===== src/hw/rtl/rmpa_pkg.sv =====
// Package for the refcounted message pool allocator core.
// Holds default sizes, request, pool and status codes. No dependencies.
package rmpa_pkg;
	localparam int DEF_COMMON_DEPTH  = 16;
	localparam int DEF_PURE_DEPTH    = 16;
	localparam int DEF_DYNAMIC_DEPTH = 8;
	localparam int DEF_BLOCK_COUNT   = 64;
	localparam int DEF_BLOCK_BYTES   = 16;
	localparam int DEF_REF_MAX       = 15;

	localparam logic [1:0] REQ_ALLOC   = 2'd0;
	localparam logic [1:0] REQ_ADDREF  = 2'd1;
	localparam logic [1:0] REQ_RELEASE = 2'd2;
	localparam logic [1:0] REQ_ATTACH  = 2'd3;

	localparam logic [1:0] POOL_COMMON = 2'd0;
	localparam logic [1:0] POOL_PURE   = 2'd1;
	localparam logic [1:0] POOL_DYN    = 2'd2;

	localparam logic [2:0] ST_OK          = 3'd0;
	localparam logic [2:0] ST_EMPTY       = 3'd1;
	localparam logic [2:0] ST_REF_LIMIT   = 3'd2;
	localparam logic [2:0] ST_NOT_ALLOC   = 3'd3;
	localparam logic [2:0] ST_NOT_DYN     = 3'd4;
	localparam logic [2:0] ST_NO_BLOCKS   = 3'd5;
	localparam logic [2:0] ST_BAD_INDEX   = 3'd6;
	localparam logic [2:0] ST_ATTACHED    = 3'd7;
endpackage


===== src/hw/rtl/refcounted_message_pool_allocator_core.sv =====
// Refcounted message pool allocator core: three descriptor pools and a block pool.
// A request is captured in the idle state and executed in the exec state; attach and a
// dynamic release that returns a chain then go on through the walk state along the chain.
// One request at a time; busy is high while it runs, and a new request can be taken at
// the edge that accepts the result. Reset restores the full free state; block links
// read as the next index until written. Uses rmpa_pkg; the receiver cannot stall.
module refcounted_message_pool_allocator_core
	import rmpa_pkg::*;
#(
	parameter int COMMON_DEPTH  = DEF_COMMON_DEPTH,
	parameter int PURE_DEPTH    = DEF_PURE_DEPTH,
	parameter int DYNAMIC_DEPTH = DEF_DYNAMIC_DEPTH,
	parameter int BLOCK_COUNT   = DEF_BLOCK_COUNT,
	parameter int BLOCK_BYTES   = DEF_BLOCK_BYTES,
	parameter int REF_MAX       = DEF_REF_MAX
) (
	input  logic       clk,
	input  logic       arst_n,
	input  logic       start,
	output logic       busy,
	input  logic [1:0] req_type,
	input  logic [1:0] pool_sel,
	input  logic [3:0] msg_slot,
	input  logic [10:0] data_length,
	output logic       done,
	output logic [2:0] status,
	output logic [3:0] slot_out,
	output logic [3:0] refs_now,
	output logic [6:0] chain_first,
	output logic [6:0] chain_blocks,
	output logic [4:0] common_free,
	output logic [4:0] pure_free,
	output logic [3:0] dynamic_free,
	output logic [6:0] blocks_free
);
	localparam int CW = $clog2(COMMON_DEPTH + 1);
	localparam int PW = $clog2(PURE_DEPTH + 1);
	localparam int DW = $clog2(DYNAMIC_DEPTH + 1);
	localparam int BW = $clog2(BLOCK_COUNT + 1);
	localparam int RW = $clog2(REF_MAX + 1);
	localparam int NW = $clog2(2048 / BLOCK_BYTES + 2);
	localparam int CI = (COMMON_DEPTH > 1) ? $clog2(COMMON_DEPTH) : 1;
	localparam int PI = (PURE_DEPTH > 1) ? $clog2(PURE_DEPTH) : 1;
	localparam int DI = (DYNAMIC_DEPTH > 1) ? $clog2(DYNAMIC_DEPTH) : 1;
	localparam int BI = $clog2(BLOCK_COUNT);
	localparam logic [BW-1:0] NONE = BW'(BLOCK_COUNT);
	// Reciprocal of the block size, exact for every 12-bit rounded-up length.
	localparam int DSH = 12 + $clog2(BLOCK_BYTES);
	localparam int DMUL = (2 ** DSH + BLOCK_BYTES - 1) / BLOCK_BYTES;

	localparam logic [1:0] S_IDLE = 2'd0;
	localparam logic [1:0] S_EXEC = 2'd1;
	localparam logic [1:0] S_WALK = 2'd2;

	logic [1:0] state_q;
	logic [1:0] req_q, sel_q;
	logic [3:0] slot_q;
	logic [NW-1:0] need_q, cnt_q;
	logic [BW-1:0] cur_q;

	logic [CW-1:0] c_links_q [COMMON_DEPTH];
	logic [RW-1:0] c_refs_q  [COMMON_DEPTH];
	logic [CW-1:0] c_top_q, c_avail_q;
	logic [PW-1:0] p_links_q [PURE_DEPTH];
	logic [RW-1:0] p_refs_q  [PURE_DEPTH];
	logic [PW-1:0] p_top_q, p_avail_q;
	logic [DW-1:0] d_links_q [DYNAMIC_DEPTH];
	logic [RW-1:0] d_refs_q  [DYNAMIC_DEPTH];
	logic [DW-1:0] d_top_q, d_avail_q;
	logic [BW-1:0] d_cs_q [DYNAMIC_DEPTH];
	logic [BW-1:0] d_ce_q [DYNAMIC_DEPTH];
	logic [BW-1:0] b_head_q, b_tail_q, b_avail_q;

	// Block link table with a registered read; a valid bit marks entries written since reset.
	logic [BW-1:0] b_links_ram [BLOCK_COUNT];
	logic [BLOCK_COUNT-1:0] b_vld_q;
	logic [BW-1:0] b_rd_q;
	logic b_rvld_q;
	logic b_we;
	logic [BI-1:0] b_waddr;
	logic [BW-1:0] b_wdata;
	logic [BW-1:0] rd_addr;

	// Release walk: counts blocks from start to end of the returned chain.
	logic ret_q;

	logic [2:0] st_q;
	logic [3:0] so_q, rn_q;
	logic [BW-1:0] cf_q;
	logic [NW-1:0] cb_q;
	logic done_q;

	logic [11:0] len_sum;
	logic [31:0] need_prod;
	logic [NW-1:0] need_c;
	logic [BW-1:0] next_c;
	logic splice_c;
	assign len_sum = {1'b0, data_length} + 12'(BLOCK_BYTES - 1);
	assign need_prod = 32'(len_sum) * 32'(DMUL);
	assign need_c = NW'(need_prod >> DSH);
	assign next_c = (cur_q < NONE) ? (b_rvld_q ? b_rd_q : cur_q + 1'b1) : NONE;

	assign busy = (state_q != S_IDLE);

	logic [RW-1:0] refc;
	logic slot_ok;
	always_comb begin
		refc = '0;
		slot_ok = 1'b0;
		case (sel_q)
			POOL_COMMON: begin
				slot_ok = 32'(slot_q) < COMMON_DEPTH;
				if (slot_ok) refc = c_refs_q[slot_q[CI-1:0]];
			end
			POOL_PURE: begin
				slot_ok = 32'(slot_q) < PURE_DEPTH;
				if (slot_ok) refc = p_refs_q[slot_q[PI-1:0]];
			end
			POOL_DYN: begin
				slot_ok = 32'(slot_q) < DYNAMIC_DEPTH;
				if (slot_ok) refc = d_refs_q[slot_q[DI-1:0]];
			end
			default: ;
		endcase
	end

	// Last reference of a dynamic descriptor that holds a chain.
	assign splice_c = (state_q == S_EXEC) && sel_q == POOL_DYN && req_q == REQ_RELEASE
		&& slot_ok && refc == RW'(1) && d_cs_q[slot_q[DI-1:0]] < NONE
		&& d_ce_q[slot_q[DI-1:0]] < NONE;

	always_comb begin
		b_we = 1'b0;
		b_waddr = '0;
		b_wdata = '0;
		if (splice_c && !(b_avail_q == '0 || b_tail_q >= NONE)) begin
			b_we = 1'b1;
			b_waddr = b_tail_q[BI-1:0];
			b_wdata = d_cs_q[slot_q[DI-1:0]];
		end else if (state_q == S_WALK && !ret_q && cnt_q == need_q && cur_q < NONE) begin
			b_we = 1'b1;
			b_waddr = cur_q[BI-1:0];
			b_wdata = NONE;
		end
	end

	// The read address is the block that cur_q moves to when a walk starts or steps on.
	always_comb begin
		if (state_q == S_EXEC)
			rd_addr = (req_q == REQ_ATTACH) ? b_head_q : d_cs_q[slot_q[DI-1:0]];
		else
			rd_addr = next_c;
	end

	always_ff @(posedge clk) begin
		if (b_we)
			b_links_ram[b_waddr] <= b_wdata;
		b_rd_q <= b_links_ram[rd_addr[BI-1:0]];
	end

	always_ff @(posedge clk or negedge arst_n) begin
		if (!arst_n) begin
			state_q <= S_IDLE;
			done_q <= 1'b0;
			ret_q <= 1'b0;
			for (int i = 0; i < COMMON_DEPTH; i++) begin
				c_links_q[i] <= CW'(i + 1);
				c_refs_q[i] <= '0;
			end
			for (int i = 0; i < PURE_DEPTH; i++) begin
				p_links_q[i] <= PW'(i + 1);
				p_refs_q[i] <= '0;
			end
			for (int i = 0; i < DYNAMIC_DEPTH; i++) begin
				d_links_q[i] <= DW'(i + 1);
				d_refs_q[i] <= '0;
				d_cs_q[i] <= NONE;
				d_ce_q[i] <= NONE;
			end
			b_vld_q <= '0;
			b_rvld_q <= 1'b0;
			c_top_q <= '0; p_top_q <= '0; d_top_q <= '0;
			c_avail_q <= CW'(COMMON_DEPTH);
			p_avail_q <= PW'(PURE_DEPTH);
			d_avail_q <= DW'(DYNAMIC_DEPTH);
			b_head_q <= '0;
			b_tail_q <= BW'(BLOCK_COUNT - 1);
			b_avail_q <= NONE;
		end else begin
			done_q <= 1'b0;
			case (state_q)
				S_IDLE: begin
					if (start) begin
						req_q <= req_type;
						sel_q <= pool_sel;
						slot_q <= msg_slot;
						need_q <= need_c;
						state_q <= S_EXEC;
					end
				end
				S_EXEC: begin
					st_q <= ST_OK;
					so_q <= slot_q;
					rn_q <= '0;
					cf_q <= NONE;
					cb_q <= '0;
					state_q <= S_IDLE;
					done_q <= 1'b1;
					if (sel_q > POOL_DYN) begin
						st_q <= ST_BAD_INDEX;
					end else if (req_q == REQ_ALLOC) begin
						so_q <= '0;
						case (sel_q)
							POOL_COMMON:
								if (c_avail_q == '0 || 32'(c_top_q) >= COMMON_DEPTH)
									st_q <= ST_EMPTY;
								else begin
									so_q <= 4'(c_top_q); rn_q <= 4'd1;
									c_top_q <= c_links_q[c_top_q[CI-1:0]];
									c_avail_q <= c_avail_q - 1'b1;
									c_refs_q[c_top_q[CI-1:0]] <= RW'(1);
								end
							POOL_PURE:
								if (p_avail_q == '0 || 32'(p_top_q) >= PURE_DEPTH)
									st_q <= ST_EMPTY;
								else begin
									so_q <= 4'(p_top_q); rn_q <= 4'd1;
									p_top_q <= p_links_q[p_top_q[PI-1:0]];
									p_avail_q <= p_avail_q - 1'b1;
									p_refs_q[p_top_q[PI-1:0]] <= RW'(1);
								end
							default:
								if (d_avail_q == '0 || 32'(d_top_q) >= DYNAMIC_DEPTH)
									st_q <= ST_EMPTY;
								else begin
									so_q <= 4'(d_top_q); rn_q <= 4'd1;
									d_top_q <= d_links_q[d_top_q[DI-1:0]];
									d_avail_q <= d_avail_q - 1'b1;
									d_refs_q[d_top_q[DI-1:0]] <= RW'(1);
									d_cs_q[d_top_q[DI-1:0]] <= NONE;
									d_ce_q[d_top_q[DI-1:0]] <= NONE;
								end
						endcase
					end else if (req_q == REQ_ATTACH && sel_q != POOL_DYN) begin
						st_q <= ST_NOT_DYN;
					end else if (!slot_ok) begin
						st_q <= ST_BAD_INDEX;
					end else if (refc == '0) begin
						st_q <= ST_NOT_ALLOC;
					end else if (req_q == REQ_ADDREF) begin
						if (32'(refc) >= REF_MAX) begin
							st_q <= ST_REF_LIMIT;
							rn_q <= 4'(refc);
						end else begin
							rn_q <= 4'(refc + 1'b1);
							case (sel_q)
								POOL_COMMON: c_refs_q[slot_q[CI-1:0]] <= refc + 1'b1;
								POOL_PURE:   p_refs_q[slot_q[PI-1:0]] <= refc + 1'b1;
								default:     d_refs_q[slot_q[DI-1:0]] <= refc + 1'b1;
							endcase
						end
					end else if (req_q == REQ_RELEASE) begin
						rn_q <= 4'(refc - 1'b1);
						case (sel_q)
							POOL_COMMON: begin
								c_refs_q[slot_q[CI-1:0]] <= refc - 1'b1;
								if (refc == RW'(1)) begin
									c_links_q[slot_q[CI-1:0]] <= c_top_q;
									c_top_q <= CW'(slot_q);
									c_avail_q <= c_avail_q + 1'b1;
								end
							end
							POOL_PURE: begin
								p_refs_q[slot_q[PI-1:0]] <= refc - 1'b1;
								if (refc == RW'(1)) begin
									p_links_q[slot_q[PI-1:0]] <= p_top_q;
									p_top_q <= PW'(slot_q);
									p_avail_q <= p_avail_q + 1'b1;
								end
							end
							default: begin
								d_refs_q[slot_q[DI-1:0]] <= refc - 1'b1;
								if (refc == RW'(1)) begin
									d_links_q[slot_q[DI-1:0]] <= d_top_q;
									d_top_q <= DW'(slot_q);
									d_avail_q <= d_avail_q + 1'b1;
									d_cs_q[slot_q[DI-1:0]] <= NONE;
									d_ce_q[slot_q[DI-1:0]] <= NONE;
									if (d_cs_q[slot_q[DI-1:0]] < NONE
										&& d_ce_q[slot_q[DI-1:0]] < NONE) begin
										// Splice the chain on now and count it in the walk.
										done_q <= 1'b0;
										ret_q <= 1'b1;
										cur_q <= d_cs_q[slot_q[DI-1:0]];
										cnt_q <= NW'(1);
										state_q <= S_WALK;
									end
								end
							end
						endcase
					end else begin
						rn_q <= 4'(refc);
						if (d_cs_q[slot_q[DI-1:0]] < NONE) begin
							st_q <= ST_ATTACHED;
						end else if (32'(need_q) > 32'(b_avail_q)) begin
							st_q <= ST_NO_BLOCKS;
						end else if (need_q != '0) begin
							done_q <= 1'b0;
							ret_q <= 1'b0;
							cur_q <= b_head_q;
							cnt_q <= NW'(1);
							state_q <= S_WALK;
						end
					end
				end
				S_WALK: begin
					if (ret_q) begin
						if (cur_q != b_tail_q && 32'(cnt_q) < BLOCK_COUNT
							&& next_c < NONE) begin
							cur_q <= next_c;
							cnt_q <= cnt_q + 1'b1;
						end else begin
							// The splice already made the chain end the list tail.
							state_q <= S_IDLE;
							done_q <= 1'b1;
							ret_q <= 1'b0;
						end
					end else if (cnt_q != need_q) begin
						cur_q <= next_c;
						cnt_q <= cnt_q + 1'b1;
					end else begin
						cf_q <= b_head_q;
						cb_q <= need_q;
						b_head_q <= (b_avail_q == BW'(need_q)) ? NONE : next_c;
						b_avail_q <= b_avail_q - BW'(need_q);
						d_cs_q[slot_q[DI-1:0]] <= b_head_q;
						d_ce_q[slot_q[DI-1:0]] <= cur_q;
						state_q <= S_IDLE;
						done_q <= 1'b1;
					end
				end
				default: state_q <= S_IDLE;
			endcase
			b_rvld_q <= b_vld_q[rd_addr[BI-1:0]];
			if (b_we)
				b_vld_q[b_waddr] <= 1'b1;
			if (splice_c) begin
				// Splice now; the count follows after the walk.
				if (b_avail_q == '0 || b_tail_q >= NONE)
					b_head_q <= d_cs_q[slot_q[DI-1:0]];
				b_tail_q <= d_ce_q[slot_q[DI-1:0]];
			end
			if (state_q == S_WALK && ret_q && !(cur_q != b_tail_q
				&& 32'(cnt_q) < BLOCK_COUNT && next_c < NONE)) begin
				b_avail_q <= (32'(b_avail_q) + 32'(cnt_q) > BLOCK_COUNT) ? NONE
					: b_avail_q + BW'(cnt_q);
			end
		end
	end

	assign done = done_q;
	assign status = st_q;
	assign slot_out = so_q;
	assign refs_now = rn_q;
	assign chain_first = 7'(cf_q);
	assign chain_blocks = 7'(cb_q);
	assign common_free = 5'(c_avail_q);
	assign pure_free = 5'(p_avail_q);
	assign dynamic_free = 4'(d_avail_q);
	assign blocks_free = 7'(b_avail_q);

	a_no_done_idle_start: assert property (@(posedge clk) disable iff (!arst_n)
		(start && !busy) |=> !done) else $error("result without execution");
	a_blocks_bound: assert property (@(posedge clk) disable iff (!arst_n)
		32'(b_avail_q) <= BLOCK_COUNT) else $error("block count overflow");
	a_done_idle: assert property (@(posedge clk) disable iff (!arst_n)
		done |-> !busy) else $error("result while busy");
endmodule

===== config.mk =====
export PLATFORM = sky130hd
export DESIGN_NAME = refcounted_message_pool_allocator_core
export DESIGN_NICKNAME = d
export VERILOG_FILES = /design/src/hw/rtl/rmpa_pkg.sv /design/src/hw/rtl/refcounted_message_pool_allocator_core.sv
export SDC_FILE = /design/constraint.sdc
export NUM_CORES = 2
export LEC_CHECK = 0
export BUFFER_PORTS_ARGS = -buffer_cell sky130_fd_sc_hd__buf_4
export CAP_MARGIN = 10
export CORE_MARGIN = 4
export CORE_UTILIZATION = 35
export DETAILED_ROUTE_END_ITERATION = 6
export PLACE_DENSITY = 0.53
export SYNTH_ARGS = -nofsm -noshare
export SYNTH_HDL_FRONTEND = slang
export SYNTH_SLANG_ARGS = --single-unit

===== constraint.sdc =====
create_clock -name clk -period 5.5 [get_ports clk]
set_input_delay 0.825 -clock clk [delete_from_list [all_inputs] [get_ports clk]]
set_output_delay 0.825 -clock clk [all_outputs]
set_load 0.01 [all_outputs]

==> impl_metrics.yaml <==
yosys:
  synth_xor_area_share_pct: 0.984
  synth_simple_gate_area_share_pct: 10.9
  synth-compound-area-share_pct: 15.5
  syn_area_sq_um: 53300
  synth.area.mux_share_pct: 11.7
  synth_top_family_by_area: "compound AO/OA/AOI/OAI gates"
  syn_avg_cell_area_sq_um: 11.7
  yosys-top-cells-area: "edfxtp_1 (28%), dfrtp_1 (22%), dfstp_2 (5.2%), mux4_2 (4.6%), mux2_2 (4.1%)"
  synth_cell_types: 96
  synth_enable_flop_cells: 504
  netlist.area_leader.share_pct: 28.4
  synthArstFlopShare_pct: 53.2
  synth_ff_type: "edfxtp_1"
  syn-num-nets: 4620
  yosys.area.top_type: "edfxtp_1"
  ys_warn_count: 0
  ys_seq_elements: 1093
  synthAdderAreaFrac_pct: 1.03
  synthCells: 4557
  yosysSeqAreaShare_pct: 56.2
timing:
  fmax_mhz: 187
  rsz0062_at_grt: "no"
  slew_headroom_pct: 24.1
  drv_slew: 0
  worstMarginPinSlew_ns: 1.13
  setup_viol: 0
  period_share_pct: 97.0
  skew_ns: 0.0930
  hold_viol: 0
  min_period_ns: 5.34
  fin_tns_setup_ns: 0
  hold_ws_ns: 0.0138
run_status:
  status: "complete, no violations"
floorplanning:
  io_pins: 70
  die_w_um: 398
  die_h_um: 398
  initial_core_util_pct: 35.4
  dieArea_sq_um: 159000
  core_area_sq_um: 150000
  core.rowCount: 142
grt:
  grt_remaining_overflow: 0
  grt_pass1_wl_mm: 262
  antenna_found_initial: 3
  grt_use_total_pct: 21.7
  first_global_vias: 38400
  grt_max_degree: 160
cts:
  post-cts-setup-buffer-count: 0
  cts.sinks: 1093
  insertion_delay_ns: 0.78
  clock_path_buffers: 3
  cts_buffers: 119
  clockRootBuffer: "clkbuf_16"
  clk_pin_slew_ns: 0.06
  htreeDepth: 3
  cts_resized: 0
  cts_tree: "yes"
  cts.hold.buffers_added: 0
detailed_routing:
  num_vias: 39500
  drt_first_pass_iters: 6
  vias_per_cell: 5.91
  drc: 0
  ant_nets: 0
  drt-total-wl_mm: 175
  drt_iter0_drc: 4212
  wire_per_inst_um: 26.3
power_and_ir_drop:
  ir_drop_uv: 281
  powerDensity_nw_per_um2: 400
  cellLeakagePower_uw: 0.0226
place:
  portBuffers: 69
  gp_congestion: 0.917
  dp_hpwl_mm: 116
critical_path:
  cp-end-kind: "flip-flop"
  worstPathArrival_ns: 5.71
  cp.required_ns: 5.87
  worstSetupPathType: "reg2reg"
  critPathLaunchType: "flip-flop"
  cp_max_fo: 32
layout:
  num-nets-final: 4619
  drive_gt1_share_pct: 19.6
  syn_to_final_growth_pct: 13.8
job:
  maxCapViolations: 0
hold_path:
  hold_path.class: "in2async"
==> cell usage after synthesis (36+ instances only) <==
master / instances
nand2_1: 536
edfxtp_1: 504
dfrtp_1: 477
nor2_1: 247
clkbuf_1: 245
a21oi_1: 231
nand3_1: 209
mux2_2: 193
mux2i_1: 133
o21ai_0: 123
mux4_2: 108
inv_1: 107
dfstp_2: 105
o31ai_1: 98
o211ai_1: 93
buf_2: 72
nor3_1: 66
o21bai_1: 66
a22oi_1: 65
a22o_1: 51
buf_1: 42
a211oi_1: 40
a31oi_1: 40
a32o_1: 38
a221oi_1: 37
ha_1: 36
==> logic make-up after synthesis <==
| family | after synthesis |
|---|---|
| xor gates and xnor gates | 59 |
| muxes | 449 |
| DFF | 1093 |
| adders and majority gates | 41 |
| buffers and inverters | 479 |
| AOI/OAI and AO/OA | 1157 |
| and+or+nand+nor | 1279 |
==> layer usage <==
layer	track usage, %	vias to the layer above	share of wire (%)
li1	-	17300	-
met1	32.3	20300	46
met2	32.7	1622	45
met3	3.56	250	7.4
met4	6.13	2	2.5
met5	0	-	0.0074
==> power by group <==
part           switching, uW  leakage (uW)  total [uW]  internal [uW]
Clock                   3490       0.00201        8360           4870
Combinational           4260       0.00864        6260           1990
Sequential               576        0.0120        9640           9070
Total                   8330        0.0226       24300          15900
==> registers in the layout, indices dropped and copies added, names as in the netlist, 56 cells and up <==
name,flops
p_links_q,80
d_cs_q,56
d_ce_q,56
b_links_ram,448
p_refs_q,64
c_links_q,80
b_vld_q,64
c_refs_q,64
==> critical path: stages (launching register included) <==
cell,delay [ns]
edfxtp_1,0.39
buf_12,0.26
mux4_2,0.58
a22oi_1,0.21
a31o_2,0.20
o2111a_1,0.36
ha_1,0.27
and3_1,0.19
nand2_1,0.09
nor4_4,0.38
nand2_2,0.54
mux2i_4,1.02
nor2_1,0.40
==> path summary, 6_finish.rpt <==
path                                       to   startpoint  cells after the start  slack (ns)
max                        b_links_ram[57][4]    slot_q[0]                     12        0.16
min                              c_refs_q[53]       arst_n                      1        0.01
max reg2reg                b_links_ram[57][4]    slot_q[0]                     12        0.16
min reg2reg                       b_vld_q[23]  b_vld_q[23]                      1        0.47
max in group asynchronous          d_ce_q[30]       arst_n                      2        3.97
min in group clk                    slot_q[0]  msg_slot[0]                      1        0.25
==> through the flow <==
step	util (%)	instances	total power, uW	instance area, sq um	setup WS, ns
floorplan	-	4557	13400	53300	0.0522
global placement	37.5	6450	16000	56500	0.325
detailed placement	37.5	6450	15900	56500	0.254
CTS	40.3	6677	24300	60600	0.212
global route	40.3	6678	25200	60600	0.0874
finish	40.3	6680	24300	60600	0.164
==> cells in the final DEF (no fill, tap or decap), types with 66 or more instances in the layout <==
cell       instances
o211ai_1          93
nand2_1          535
o21bai_1          66
mux2_2           193
o21ai_0          122
o31ai_1           98
inv_1            107
dfstp_2          105
nor2_1           237
edfxtp_1         504
mux4_2           108
mux2i_1          133
buf_4            230
a21oi_1          228
nand3_1          209
clkbuf_16        119
dfrtp_1          475
==> area by class of cell <==
type / instances / area (sq um)
inverter: 111 / 417
antenna: 2 / 5.00
sequential: 1093 / 30000
fill: 14300 / 89900
tap: 2016 / 2520
clock buffer: 165 / 3340
clock inverter: 62 / 764
multi-input combinational: 2985 / 21600
timing repair buffer: 246 / 2030
Power figures use the tool's default switching activity.
